<file path="config.mk">
export PLATFORM = sky130hd
export DESIGN_NAME = utc_time_zone_shift
export DESIGN_NICKNAME = d
export VERILOG_FILES = /design/src/utz_pkg.sv /design/src/utz_calc.sv /design/src/utc_time_zone_shift.sv
export SDC_FILE = /design/constraint.sdc
export NUM_CORES = 1
export LEC_CHECK = 0
export ABC_AREA = 1
export BUFFER_PORTS_ARGS = -buffer_cell sky130_fd_sc_hd__buf_4
export CORE_ASPECT_RATIO = 0.8
export CORE_UTILIZATION = 30
export CTS_CLUSTER_DIAMETER = 150
export DETAILED_ROUTE_END_ITERATION = 6
export REMOVE_ABC_BUFFERS = 1
export SLEW_MARGIN = 20
export SYNTH_ARGS = -nofsm -noshare
export SYNTH_HDL_FRONTEND = slang
export SYNTH_HIERARCHICAL = 1
export SYNTH_SLANG_ARGS = --single-unit
export TNS_END_PERCENT = 20
</file>
<file path="constraint.sdc">
create_clock -name clk_i -period 3.3 [get_ports clk_i]
set_clock_uncertainty 0.1 [all_clocks]
set_input_delay 0.66 -clock clk_i [delete_from_list [all_inputs] [get_ports clk_i]]
set_output_delay 0.66 -clock clk_i [all_outputs]
set_load 0.05 [all_outputs]
</file>
<file path="src/utz_pkg.sv">
package utz_pkg;

  localparam int unsigned YEAR_W   = 8;
  localparam int unsigned MONTH_W  = 4;
  localparam int unsigned DAY_W    = 5;
  localparam int unsigned HOUR_W   = 5;
  localparam int unsigned MINUTE_W = 6;
  localparam int unsigned SECOND_W = 6;
  localparam int unsigned ZONE_W   = 4;
  localparam int unsigned CFG_W    = 4;
  localparam int unsigned CFG_IDX_W = 1;

  localparam logic [ZONE_W-1:0]  ZONE_MAX      = 4'd12;
  localparam logic [ZONE_W-1:0]  ZONE_RESET    = 4'd8;
  localparam logic               EAST_RESET    = 1'b1;
  localparam logic [HOUR_W:0]    HOURS_PER_DAY = 6'd24;
  localparam logic [MONTH_W-1:0] MONTH_JAN     = 4'd1;
  localparam logic [MONTH_W-1:0] MONTH_FEB     = 4'd2;
  localparam logic [MONTH_W-1:0] MONTH_DEC     = 4'd12;
  localparam logic [DAY_W-1:0]   DAY_FIRST     = 5'd1;

  // years after 2000 that are centuries but not multiples of 400
  localparam logic [YEAR_W-1:0]  YEAR_2100     = 8'd100;
  localparam logic [YEAR_W-1:0]  YEAR_2200     = 8'd200;

  // configuration register indexes
  localparam logic [CFG_IDX_W-1:0] CFG_ZONE_HOURS = 1'b0;
  localparam logic [CFG_IDX_W-1:0] CFG_EAST_ZONE  = 1'b1;

  typedef struct packed {
    logic [YEAR_W-1:0]   year;
    logic [MONTH_W-1:0]  month;
    logic [DAY_W-1:0]    day;
    logic [HOUR_W-1:0]   hour;
    logic [MINUTE_W-1:0] minute;
    logic [SECOND_W-1:0] second;
  } stamp_t;

  // gregorian rule over 2000..2255
  function automatic logic is_leap(input logic [YEAR_W-1:0] yy);
    is_leap = (yy[1:0] == 2'b00) && (yy != YEAR_2100) && (yy != YEAR_2200);
  endfunction

  // month length, zero for a month code outside 1..12
  function automatic logic [DAY_W-1:0] month_days(input logic [MONTH_W-1:0] mo,
                                                  input logic [YEAR_W-1:0]  yy);
    case (mo)
      4'd1, 4'd3, 4'd5, 4'd7, 4'd8, 4'd10, 4'd12: month_days = 5'd31;
      4'd4, 4'd6, 4'd9, 4'd11:                    month_days = 5'd30;
      4'd2:    month_days = is_leap(yy) ? 5'd29 : 5'd28;
      default: month_days = 5'd0;
    endcase
  endfunction

endpackage

</file>
<file path="src/utz_calc.sv">
module utz_calc import utz_pkg::*; (
  input  stamp_t            stamp_i,
  input  logic [ZONE_W-1:0] zone_hours_i,
  input  logic              east_zone_i,
  output stamp_t            stamp_o
);

  logic [HOUR_W:0]    hour_sum;
  logic [HOUR_W:0]    hour_wrap;
  logic               month_ok;
  logic [MONTH_W-1:0] prev_month;
  logic [YEAR_W-1:0]  prev_year;

  always_comb begin
    stamp_o    = stamp_i;
    month_ok   = (stamp_i.month >= MONTH_JAN) && (stamp_i.month <= MONTH_DEC);
    hour_sum   = {1'b0, stamp_i.hour} + {2'b00, zone_hours_i};
    hour_wrap  = {1'b0, stamp_i.hour} + HOURS_PER_DAY - {2'b00, zone_hours_i};
    prev_month = (stamp_i.month == MONTH_JAN) ? MONTH_DEC : stamp_i.month - 4'd1;
    prev_year  = (stamp_i.month == MONTH_JAN) ? stamp_i.year - 8'd1 : stamp_i.year;

    if ((zone_hours_i != '0) && (zone_hours_i <= ZONE_MAX)) begin
      if (east_zone_i) begin
        if (hour_sum < HOURS_PER_DAY) begin
          stamp_o.hour = hour_sum[HOUR_W-1:0];
        end else begin
          stamp_o.hour = HOUR_W'(hour_sum - HOURS_PER_DAY);
          if (month_ok) begin
            if (stamp_i.day >= month_days(stamp_i.month, stamp_i.year)) begin
              stamp_o.day = DAY_FIRST;
              if (stamp_i.month == MONTH_DEC) begin
                stamp_o.month = MONTH_JAN;
                stamp_o.year  = stamp_i.year + 8'd1;
              end else begin
                stamp_o.month = stamp_i.month + 4'd1;
              end
            end else begin
              stamp_o.day = stamp_i.day + 5'd1;
            end
          end
        end
      end else begin
        if (stamp_i.hour >= {1'b0, zone_hours_i}) begin
          stamp_o.hour = stamp_i.hour - {1'b0, zone_hours_i};
        end else begin
          stamp_o.hour = hour_wrap[HOUR_W-1:0];
          if (month_ok) begin
            if (stamp_i.day <= DAY_FIRST) begin
              stamp_o.month = prev_month;
              stamp_o.year  = prev_year;
              stamp_o.day   = month_days(prev_month, prev_year);
            end else begin
              stamp_o.day = stamp_i.day - 5'd1;
            end
          end
        end
      end
    end
  end

endmodule

</file>
<file path="src/utc_time_zone_shift.sv">
// channel   direction  handshake              payload
// in        sink       in_valid_i/in_stall_o   in_year_i .. in_second_i
// out       source     out_valid_o/out_stall_i out_year_o .. out_second_o
// cfg       sink       cfg_we_i                cfg_idx_i, cfg_wdata_i
//
// two register stages: an input register, then the calendar logic, then the
// result register, which a beat reaches from the input register once advance allows it
// one beat per cycle sustained while the output is not stalled; the calendar path is combinational
// rst_ni clears both valid flags and loads the zone registers (8 h, east)
// a stall on the output holds the result register; the input register still
// takes a beat while it is empty or the result register is free or being emptied
module utc_time_zone_shift import utz_pkg::*; (
  input  logic                 clk_i,
  input  logic                 rst_ni,

  input  logic                 in_valid_i,
  output logic                 in_stall_o,
  input  logic [YEAR_W-1:0]    in_year_i,
  input  logic [MONTH_W-1:0]   in_month_i,
  input  logic [DAY_W-1:0]     in_day_i,
  input  logic [HOUR_W-1:0]    in_hour_i,
  input  logic [MINUTE_W-1:0]  in_minute_i,
  input  logic [SECOND_W-1:0]  in_second_i,

  output logic                 out_valid_o,
  input  logic                 out_stall_i,
  output logic [YEAR_W-1:0]    out_year_o,
  output logic [MONTH_W-1:0]   out_month_o,
  output logic [DAY_W-1:0]     out_day_o,
  output logic [HOUR_W-1:0]    out_hour_o,
  output logic [MINUTE_W-1:0]  out_minute_o,
  output logic [SECOND_W-1:0]  out_second_o,

  input  logic                 cfg_we_i,
  input  logic [CFG_IDX_W-1:0] cfg_idx_i,
  input  logic [CFG_W-1:0]     cfg_wdata_i
);

  // zone configuration
  logic [ZONE_W-1:0] zone_hours_q;
  logic              east_zone_q;

  // input register
  logic   in_valid_q;
  stamp_t in_stamp_q;

  // result register
  logic   out_valid_q;
  stamp_t out_stamp_q;
  stamp_t out_stamp_d;

  logic advance;  // result register can load this cycle
  logic in_take;  // input beat accepted

  always_ff @(posedge clk_i or negedge rst_ni) begin
    if (!rst_ni) begin
      zone_hours_q <= ZONE_RESET;
      east_zone_q  <= EAST_RESET;
    end else if (cfg_we_i) begin
      unique case (cfg_idx_i)
        CFG_ZONE_HOURS: zone_hours_q <= cfg_wdata_i[ZONE_W-1:0];
        CFG_EAST_ZONE:  east_zone_q  <= cfg_wdata_i[0];
        default: ;
      endcase
    end
  end

  // the result register empties when it is taken downstream
  assign advance    = !out_valid_q || !out_stall_i;
  assign in_stall_o = in_valid_q && !advance;
  assign in_take    = in_valid_i && !in_stall_o;

  always_ff @(posedge clk_i or negedge rst_ni) begin
    if (!rst_ni) begin
      in_valid_q <= 1'b0;
    end else if (advance || !in_valid_q) begin
      in_valid_q <= in_valid_i;
    end
  end

  always_ff @(posedge clk_i) begin
    if (in_take) begin
      in_stamp_q <= '{year:   in_year_i,   month:  in_month_i,
                      day:    in_day_i,    hour:   in_hour_i,
                      minute: in_minute_i, second: in_second_i};
    end
  end

  // hour shift with day, month and year carry or borrow
  utz_calc u_calc (
    .stamp_i      (in_stamp_q),
    .zone_hours_i (zone_hours_q),
    .east_zone_i  (east_zone_q),
    .stamp_o      (out_stamp_d)
  );

  always_ff @(posedge clk_i or negedge rst_ni) begin
    if (!rst_ni) begin
      out_valid_q <= 1'b0;
    end else if (advance) begin
      out_valid_q <= in_valid_q;
    end
  end

  always_ff @(posedge clk_i) begin
    if (advance && in_valid_q) begin
      out_stamp_q <= out_stamp_d;
    end
  end

  assign out_valid_o  = out_valid_q;
  assign out_year_o   = out_stamp_q.year;
  assign out_month_o  = out_stamp_q.month;
  assign out_day_o    = out_stamp_q.day;
  assign out_hour_o   = out_stamp_q.hour;
  assign out_minute_o = out_stamp_q.minute;
  assign out_second_o = out_stamp_q.second;

  // an accepted beat always lands in the input register
  a_take_lands: assert property (@(posedge clk_i) disable iff (!rst_ni)
    in_take |=> in_valid_q)
    else $error("accepted beat not held in input register");

  // a held beat in the input register is not dropped while stalled
  a_held_kept: assert property (@(posedge clk_i) disable iff (!rst_ni)
    in_stall_o |=> in_valid_q)
    else $error("stalled input beat lost");

  // an empty input register never back-pressures
  a_no_false_stall: assert property (@(posedge clk_i) disable iff (!rst_ni)
    !in_valid_q |-> !in_stall_o)
    else $error("stall raised with empty input register");

  // minute and second pass through the calendar logic untouched
  a_passthrough: assert property (@(posedge clk_i) disable iff (!rst_ni)
    (advance && in_valid_q) |=>
      (out_minute_o == $past(in_stamp_q.minute)) &&
      (out_second_o == $past(in_stamp_q.second)))
    else $error("minute or second altered");

endmodule
</file>
== Word-level counts from Yosys, hierarchy flattened ==
Cells that the tools add are included.

* Bitwise logic cells: 1
* Reductions and logical operators: 25
* Add/sub/neg operators: 11
* Muxes and demuxes: 24
* Magnitude comparators: 7
* Equality and inequality tests: 28

{| class="wikitable"
|+ Operators by type and width
! operator !! number
|-
| 17-bit two-way mux || 4
|-
| 22-bit two-way mux || 2
|-
| 4-bit equality test, second input constant || 10
|-
| 5-bit two-way mux || 8
|-
| 4-bit by 3-bit equality test with 1-bit output, second input constant || 8
|-
| 5-bit case mux with 3 select lines || 2
|-
| 12-bit two-way mux || 2
|-
| 4-bit by 2-bit equality test with 1-bit output, second input constant || 4
|-
| 8-bit two-way mux || 2
|-
| 8-bit by 7-bit != test with 1-bit output, second input constant || 2
|-
| 8-bit != test, second input constant || 2
|-
| 7-bit OR reduction || 2
|-
| 5-bit by 4-bit subtractor with 5-bit output || 2
|-
| 1-bit logical AND || 9
|-
| 8-bit by 1-bit adder with 8-bit output, second input constant || 1
|-
| 4-bit by 1-bit equality test with 1-bit output, second input constant || 2
|-
| 4-bit less-or-equal comparator, second input constant || 2
|-
| 4-bit two-way mux || 2
|-
| 4-bit OR reduction || 2
|-
| 8-bit by 1-bit subtractor with 8-bit output, second input constant || 1
|-
| 5-bit by 4-bit adder with 6-bit output || 1
|-
| 6-bit by 5-bit < comparator with 1-bit output, second input constant || 1
|-
| 5-bit by 1-bit adder with 5-bit output, second input constant || 1
|-
| 5-bit adder, second input constant || 1
|-
| other kinds (15) || 23
|}

* Register bits: 75

== Logic depth before layout (Yosys ltp) ==
Gate-level depths: netlist of run 1.

* Word-level depth: 15
* Depth in mapped cells: 22
* Mapped depth without buffers: 21

== Modules after synthesis ==
Netlist of run 1, hierarchy kept.

{| class="wikitable"
|+ By module, submodules not included
! module !! sequential area each (um^2) !! area each (um^2) !! times used !! cells each
|-
| utz_calc || 0.0 || 2842.7 || 1 || 486
|-
| utc_time_zone_shift || 2219.6 || 2336.0 || 1 || 103
|}

== Worst setup path before layout of run 1 ==
No wires, ideal clock.

* Path type: register to register
* Start: register in_stamp_q[22] in the netlist's numbering
* End: register out_stamp_q (netlist bit out_month_o[2]) (data pin)
* Arrival: 2922 ps
* Stages on the path, launching flop included: 19
* Setup slack: 132 ps
* Path buffers: 0
* Clock period less this slack: 3168 ps
* Required time: 3054 ps
* Path through: edfxtp_1 inv_1 ha_1 o21ai_0 inv_1 nor3_1 inv_1 nor3_1 ha_1 a21oi_1 o21a_1 nand3_1 inv_2 nor2_4 nor2_1 nand3_1 nand3_1 nand3_1 a21oi_1

{| class="wikitable"
|+ RTL lines
! what !! line !! text
|-
| from (decl) || utc_time_zone_shift.sv:45 || <nowiki>stamp_t in_stamp_q;</nowiki>
|-
| from (signal assigned) || utc_time_zone_shift.sv:83 || <nowiki>in_stamp_q <= '{year: in_year_i, month: in_month_i,</nowiki>
|-
| to (signal assigned) || utc_time_zone_shift.sv:107 || <nowiki>out_stamp_q <= out_stamp_d;</nowiki>
|-
| to (decl) || utc_time_zone_shift.sv:49 || <nowiki>stamp_t out_stamp_q;</nowiki>
|}

==> metrics, run 1 <==
P_leak 2.94 nW; Tmin final between 3 and 4 ns; met3 wire length 1010 um; fin crit share 0.912; register-to-register setup slack 0.29 ns; Max Freq 0.332 GHz; Crit. End Element register; syn_area_per_cell 8.79 sq um; global placer's final weighted congestion 0.889; CP startpoint kind register; Root Driver clkbuf_16; pin count of the biggest net entering global routing 35; Max clock buf depth 2; Post-synth EDFFs 68; drt via density approximately 4.7; critical path type register to register; CTS tree built; Total Die Area 17800 sq um; fraction of registers with async set/reset 0.0933; DIE HEIGHT 120 um; final hold viol count 0; Initial DRT Pass Iterations 5; status finished, final reports clean; Post-DRT Antenna Nets 0; worst reg2reg path endpoint out_year_o[7]$_DFFE_PP_; # IOs 80; Antenna diodes 0; synth warn 6; Max Slew Vio Count 0; final non-filler cell total 906; Synth Register Bits 75; total CTS buffers 9; Metal-1 WL ~6200 um; Slowest cell on crit path edfxtp_1; commonest non-fill, non-tap cell in the layout nand2_1; CTS H-Tree Depth 3; max_cap viols 0; # port buffers 79; vias in the first global route 3977; unrepaired setup endpoints after global routing false; crit-path cells inv_2 -> ha_1 -> o21ai_1 -> inv_1 -> nor3_2 -> inv_1 -> nor3_2 -> buf_4 -> ha_1 -> nand2_1 -> inv_1 -> nand4_1 -> nand3_2 -> buf_4 -> nand2_1 -> nand2_1 -> nand2_1 -> nand2_1 -> nand2_1 -> nand2_1 -> a21oi_1 -> nor2_1; worst min-delay path class input pin to asynchronous set/reset pin; gr usage total 0.148; Chip Width 149 um; Iteration-0 DRC Markers 472; Worst slew margin 0.552; number of nets in the layout 759; Setup TNS 0 ns; endpoints failing setup 0; Mapped Area 5180 sq um; Critical Path Max Stage Delay ~0.4 ns; FF-to-FF Start in_stamp_q[22]$_DFFE_PP_; DRC errors left 0; core area 16700 sq um; sequential fraction of the synthesis area 0.429; Remaining Overflow, GRT 0; clk slew on worst S/H paths 0.06 ns; met2 routed WL between 5000 and 6000 um; most used cell, CP nand2_1; R2R cell count 22; share of cells above drive strength 1 0.277; uppermost layer routed met4; crit-path max FO 4; worst slew pin tran 0.671 ns; Routed WL 12600 um; initial core utilization 0.310; clock sink total 75; worst skew pair latency about 0.34 ns; initial antenna violation count 0; pwr/cell area 551 nW/um^2; Area Overhead vs Synth 26.2%; Top FF cell, synth edfxtp_1; VDD IR max 291 uV; CTS Hold Bufs 0; Post-Synthesis Cells just under 600; commonest non-fill, non-tap cells in the layout nand2_1 (127), buf_4 (110), edfxtp_1 (68); WP data required 3.29 ns; DP Cell Count approximately 900; Critical Path AT around 3.0 ns; total number of vias approximately 4300; hpwl dp 9170 um; # rows between 40 and 50; Routed WL per cell 13.9 um; first-pass GRT wire length 20500 um; Netlist cell types 56
==> cell usage after synthesis, types with 2 or more instances <==
library cell / count / share of area
a31oi_1: 4 / 0.0048
o21ai_1: 10 / 0.0097
nor2_4: 6 / 0.013
a21oi_2: 2 / 0.0034
xor2_1: 11 / 0.019
inv_1: 57 / 0.041
nor3_1: 7 / 0.0068
nand3_2: 2 / 0.0039
inv_2: 8 / 0.0058
buf_6: 3 / 0.0065
nand2_4: 5 / 0.011
nand4_1: 10 / 0.012
a21oi_1: 35 / 0.034
buf_4: 14 / 0.020
fa_1: 5 / 0.019
o21ai_0: 27 / 0.026
nand2_2: 7 / 0.0085
clkinv_2: 2 / 0.0019
buf_2: 4 / 0.0039
edfxtp_1: 68 / 0.39
a22oi_1: 4 / 0.0058
ha_1: 29 / 0.070
nand2_1: 127 / 0.092
xnor2_1: 2 / 0.0034
o22ai_1: 3 / 0.0036
dfstp_2: 2 / 0.010
nand2_8: 2 / 0.0077
o21bai_1: 2 / 0.0029
nand3_1: 41 / 0.040
clkbuf_1: 7 / 0.0051
nor2_1: 48 / 0.035
dfrtp_1: 5 / 0.024
o211ai_1: 7 / 0.010
==> metal layers <==
layer / up-vias / global-route usage
li1: 2147 / -
met3: 21 / 0.0255
met4: 0 / 0.0370
met1: 1941 / 0.220
met2: 155 / 0.220
met5: - / 0
==> timing repair <==
item | 4_1_cts | 5_1_grt
setup endpoints to repair | 0 | 17
resized for setup | 0 | 15
buffers inserted | 0 | 2
==> cell type report <==
cell class                 instances  area, sq um
clock buffer                       9          225
clock inverter                     7          148
fill                            1716        10200
inverter                          71          287
multi-input combinational        414         2550
sequential                        75         2220
tap                              220          275
timing repair buffer             110          826
==> sequential cells by signal, summed over array words and instances (netlist names) <==
register,count
east_zone_q,1
in_stamp_q,34
in_valid_q,1
out_day_o,5
out_hour_o,5
out_minute_o,6
out_month_o,4
out_second_o,6
out_valid_o,1
out_year_o,8
zone_hours_q,4
==> stage by stage <==
step / cell area (sq um) / util / hold slack, ns / setup slack, ns / power, mW
after CTS: 6460 / 0.387 / 0.0158 / 0.0173 / 3.61
after detailed placement: 6090 / 0.364 / 0.306 / 0.0162 / 2.36
after global placement: 6090 / 0.364 / 0.300 / 0.173 / 2.36
after floorplan: 4990 / - / 0.264 / 0.115 / 2.01
final: 6530 / 0.391 / 0.0236 / 0.289 / 3.60
after global routing: 6530 / 0.391 / 0.0152 / 0.0167 / 3.79
==> worst max-delay path, delay by kind of cell (launching register included) <==
| family | cells | cell delay (ns) |
|---|---|---|
| compound gates | 2 | 0.25 |
| fa+ha+maj | 2 | 0.47 |
| flops | 1 | 0.40 |
| simple gates | 12 | 0.94 |
| buf+inv | 6 | 0.60 |
==> power breakdown <==
group	switching, mW	internal (mW)	leakage (nW)
Combinational	0.750	0.388	2.03
Sequential	0.0577	1.17	0.732
Clock	0.409	0.823	0.178
==> kinds of logic after synthesis <==
group	after synthesis	synth area share
and+or+nand+nor	265	0.250
AOI/OAI and AO/OA	101	0.115
buffers and inverters	100	0.0913
DFF	75	0.429
adders and majority gates	34	0.0894
xor gates and xnor gates	14	0.0251
==> how the worst max path moves through the flow <==
stage / startpoint / endpoint / slack (ns) / depth (start not counted)
after detailed placement: in_stamp_q[22]$_DFFE_PP_ / out_month_o[2]$_DFFE_PP_ / 0.02 / 19
final: in_stamp_q[22]$_DFFE_PP_ / out_year_o[7]$_DFFE_PP_ / 0.29 / 22
after global routing: in_stamp_q[22]$_DFFE_PP_ / out_day_o[3]$_DFFE_PP_ / 0.02 / 18
after CTS: in_stamp_q[22]$_DFFE_PP_ / out_month_o[2]$_DFFE_PP_ / 0.02 / 19
after floorplan: in_stamp_q[22]$_DFFE_PP_ / out_month_o[2]$_DFFE_PP_ / 0.11 / 18
after global placement: in_stamp_q[23]$_DFFE_PP_ / out_month_o[2]$_DFFE_PP_ / 0.17 / 19
No activity file was read; power rests on OpenSTA's default activity.
==> run 2: changes to the inputs <==
Settings changed: PLACE_DENSITY set to 0.59.
==> run 2 against run 1 <==
Effect of this change: highest routed layer unchanged; critical path depth is 5 lower; hold slack got worse by 0.0016 ns; fmax shrank 3.9%; global-route usage rose by 0.36 points; core utilization shrank 0.43 points.
==> metrics, run 2 (synthesis gave the netlist of run 1 again) <==
status finished, final reports clean (unchanged); clock sink total 75 (unchanged); Tmin final 3.13 ns (was 3.01 ns); Max Freq 0.319 GHz (was 0.332 GHz); FF-to-FF Start in_stamp_q[23]$_DFFE_PP_ (was in_stamp_q[22]$_DFFE_PP_); Root Driver clkbuf_16 (unchanged); Largest register FFs 34 (unchanged); drt via density 4.70 (was 4.71); Worst Setup Slack, final 0.166 ns (was 0.289 ns); CP Launch Point in_stamp_q[23]$_DFFE_PP_ (was in_stamp_q[22]$_DFFE_PP_); CTS tree built (unchanged); max_cap viols 0 (unchanged); CP startpoint kind register (unchanged); CP endpoint out_day_o[3]$_DFFE_PP_ (was out_year_o[7]$_DFFE_PP_); Slowest cell on crit path edfxtp_1 (unchanged); GRT met2 Usage 0.219 (was 0.220); first-pass GRT wire length 20700 um (was 20500 um); fin crit share 0.950 (was 0.912); commonest non-fill, non-tap cell in the layout nand2_1 (unchanged); DRC errors left 0 (unchanged); # IOs 80 (unchanged); # rows 42 (unchanged); initial antenna violation count 0 (unchanged); clk slew on worst S/H paths 0.06 ns (about the same); register-to-register setup slack 0.17 ns (was 0.29 ns); Post-DRT Antenna Nets 0 (unchanged); critical path type register to register (unchanged); internal power 2.22 mW (was 2.38 mW); Iteration-0 DRC Markers 413 (was 472); worst slack, placed -0.0544 ns (was 0.0162 ns); DIE HEIGHT 120 um (unchanged); worst skew pair latency 0.34 ns (about the same); initial core utilization 0.310 (unchanged); hpwl dp 9270 um (was 9170 um); clock power share 0.315 (was 0.342); # port buffers 79 (unchanged); vias in the first global route 3899 (was 3977); global placer's final weighted congestion 0.878 (was 0.889); Biggest register in_stamp_q (unchanged); Routed WL 13100 um (was 12600 um); pin count of the biggest net entering global routing 35 (unchanged); met3 GRT Util 0.0338 (was 0.0255); Routed WL per cell 14.4 um (was 13.9 um); core area 16700 sq um (unchanged); Setup TNS 0 ns (unchanged); crit-path max FO 5 (was 4); most used cell, CP a21oi_1 (was nand2_1); gr busiest metal met1 (was met2); worst reg2reg path endpoint out_day_o[3]$_DFFE_PP_ (was out_year_o[7]$_DFFE_PP_); GRT met1 Usage 0.227 (was 0.220); total CTS buffers 9 (unchanged); crit-path cells inv_2 -> ha_1 -> or2_2 -> nand3_1 -> nand2_1 -> nor3_2 -> buf_4 -> ha_1 -> a21oi_1 -> o21a_1 -> nand3_2 -> buf_4 -> nor3_1 -> o21ai_0 -> nand2_1 -> a21oi_1 -> a21oi_1 (was inv_2 -> ha_1 -> o21ai_1 -> inv_1 -> nor3_2 -> inv_1 -> nor3_2 -> buf_4 -> ha_1 -> nand2_1 -> inv_1 -> nand4_1 -> nand3_2 -> buf_4 -> nand2_1 -> nand2_1 -> nand2_1 -> nand2_1 -> nand2_1 -> nand2_1 -> a21oi_1 -> nor2_1); Remaining Overflow, GRT 0 (unchanged); CTS H-Tree Depth 3 (unchanged); Critical Path Max Stage Delay 0.42 ns (was 0.40 ns); worst min-delay path class input pin to asynchronous set/reset pin (unchanged); WP data required 3.37 ns (was 3.29 ns); VDD IR max 304 uV (was 291 uV); Chip Width 149 um (unchanged); DP Cell Count 886 (was 888); endpoints failing setup 0 (unchanged); commonest non-fill, non-tap cells in the layout nand2_1 (127), buf_4 (111), edfxtp_1 (68) (was nand2_1 (127), buf_4 (110), edfxtp_1 (68)); Antenna diodes 0 (unchanged); Total Die Area 17800 sq um (unchanged); Combinational Power Share 0.328 (was 0.317); R2R cell count 17 (was 22); Initial DRT Pass Iterations 5 (unchanged); worst slew pin tran 0.669 ns (was 0.671 ns); number of nets in the layout 760 (was 759); Crit. End Element register (unchanged); P_leak 2.92 nW (was 2.94 nW); CTS Hold Bufs 0 (unchanged); Worst slew margin 0.554 (was 0.552); final hold viol count 0 (unchanged); Max clock buf depth 2 (unchanged); share of cells above drive strength 1 0.268 (was 0.277); total number of vias 4265 (was 4264); sw frac 0.355 (was 0.338); pwr/cell area 533 nW/um^2 (was 551 nW/um^2); Switch Pwr 1.22 mW (about the same); Max Slew Vio Count 0 (unchanged); Fillers 1698 (was 1716); Critical Path AT 3.21 ns (was 3.00 ns); Area Overhead vs Synth 24.8% (was 26.2%); Reg power frac 0.357 (was 0.341); gr usage total 0.152 (was 0.148); final non-filler cell total 907 (was 906)
-- run 2: cell type report --
type,instances,area (sq um),share of cell area
well taps,220,275,0.0426
flip-flops and latches,75,2220,0.344
inverters,71,287,0.0443
clock buffers,9,225,0.0349
multi-input cells,414,2520,0.390
repair buffers,111,833,0.129
clock inverters,7,100,0.0155
-- run 2: how the worst min path moves through the flow --
stage	start	end	cells after the start
3_5_place_dp	in_stamp_q[10]$_DFFE_PP_	out_minute_o[4]$_DFFE_PP_	0
4_1_cts	rst_ni	zone_hours_q[1]$_DFFE_PN0P_	1
2_1_floorplan	rst_ni	in_valid_q$_DFFE_PN0P_	0
6_report	rst_ni	zone_hours_q[1]$_DFFE_PN0P_	1
5_1_grt	rst_ni	in_valid_q$_DFFE_PN0P_	1
3_3_place_gp	in_stamp_q[2]$_DFFE_PP_	out_second_o[2]$_DFFE_PP_	0
-- run 2: what timing repair did --
| item | in CTS | in global routing |
|---|---|---|
| pin swaps | 0 | 1 |
| gates resized for setup | 2 | 6 |
| buffers inserted | 1 | 4 |
| endpoints found under the setup margin | 7 | 17 |
| gates cloned | 0 | 0 |
-- run 2: metrics by stage --
step	area [sq um]	hold slack (ns)	util	total power [mW]
3_3_place_gp	6070	0.301	0.363	2.36
4_1_cts	6410	0.0159	0.384	3.46
3_5_place_dp	6070	0.305	0.363	2.36
6_report	6460	0.0220	0.387	3.44
5_1_grt	6460	0.0122	0.387	3.63
2_1_floorplan	4990	0.264	-	2.01
-- run 2: power by group through the flow --
stage / Clock, mW / Sequential (mW) / Combinational, mW
after floorplan: 0 / 1.45 / 0.558
after global routing: 1.16 / 1.24 / 1.23
after detailed placement: 0 / 1.25 / 1.11
final: 1.08 / 1.23 / 1.13
after global placement: 0 / 1.25 / 1.11
after CTS: 1.11 / 1.23 / 1.12
-- run 2: metal layers --
| metal | vias to the layer above | wire length (um) |
|---|---|---|
| met4 | 0 | 146 |
| li1 | 2161 | - |
| met3 | 10 | 835 |
| met1 | 1956 | 6700 |
| met2 | 138 | 5390 |
| met5 | - | 0 |
-- run 2: worst max-delay path: cells and delay by family (launching register included) --
kind,cells,cell delay [ns]
AND/OR/NAND/NOR,7,0.91
adder cells (fa/ha/maj),2,0.45
flip-flops,1,0.42
AO/OA/AOI/OAI,5,0.67
buffers and inverters,3,0.40
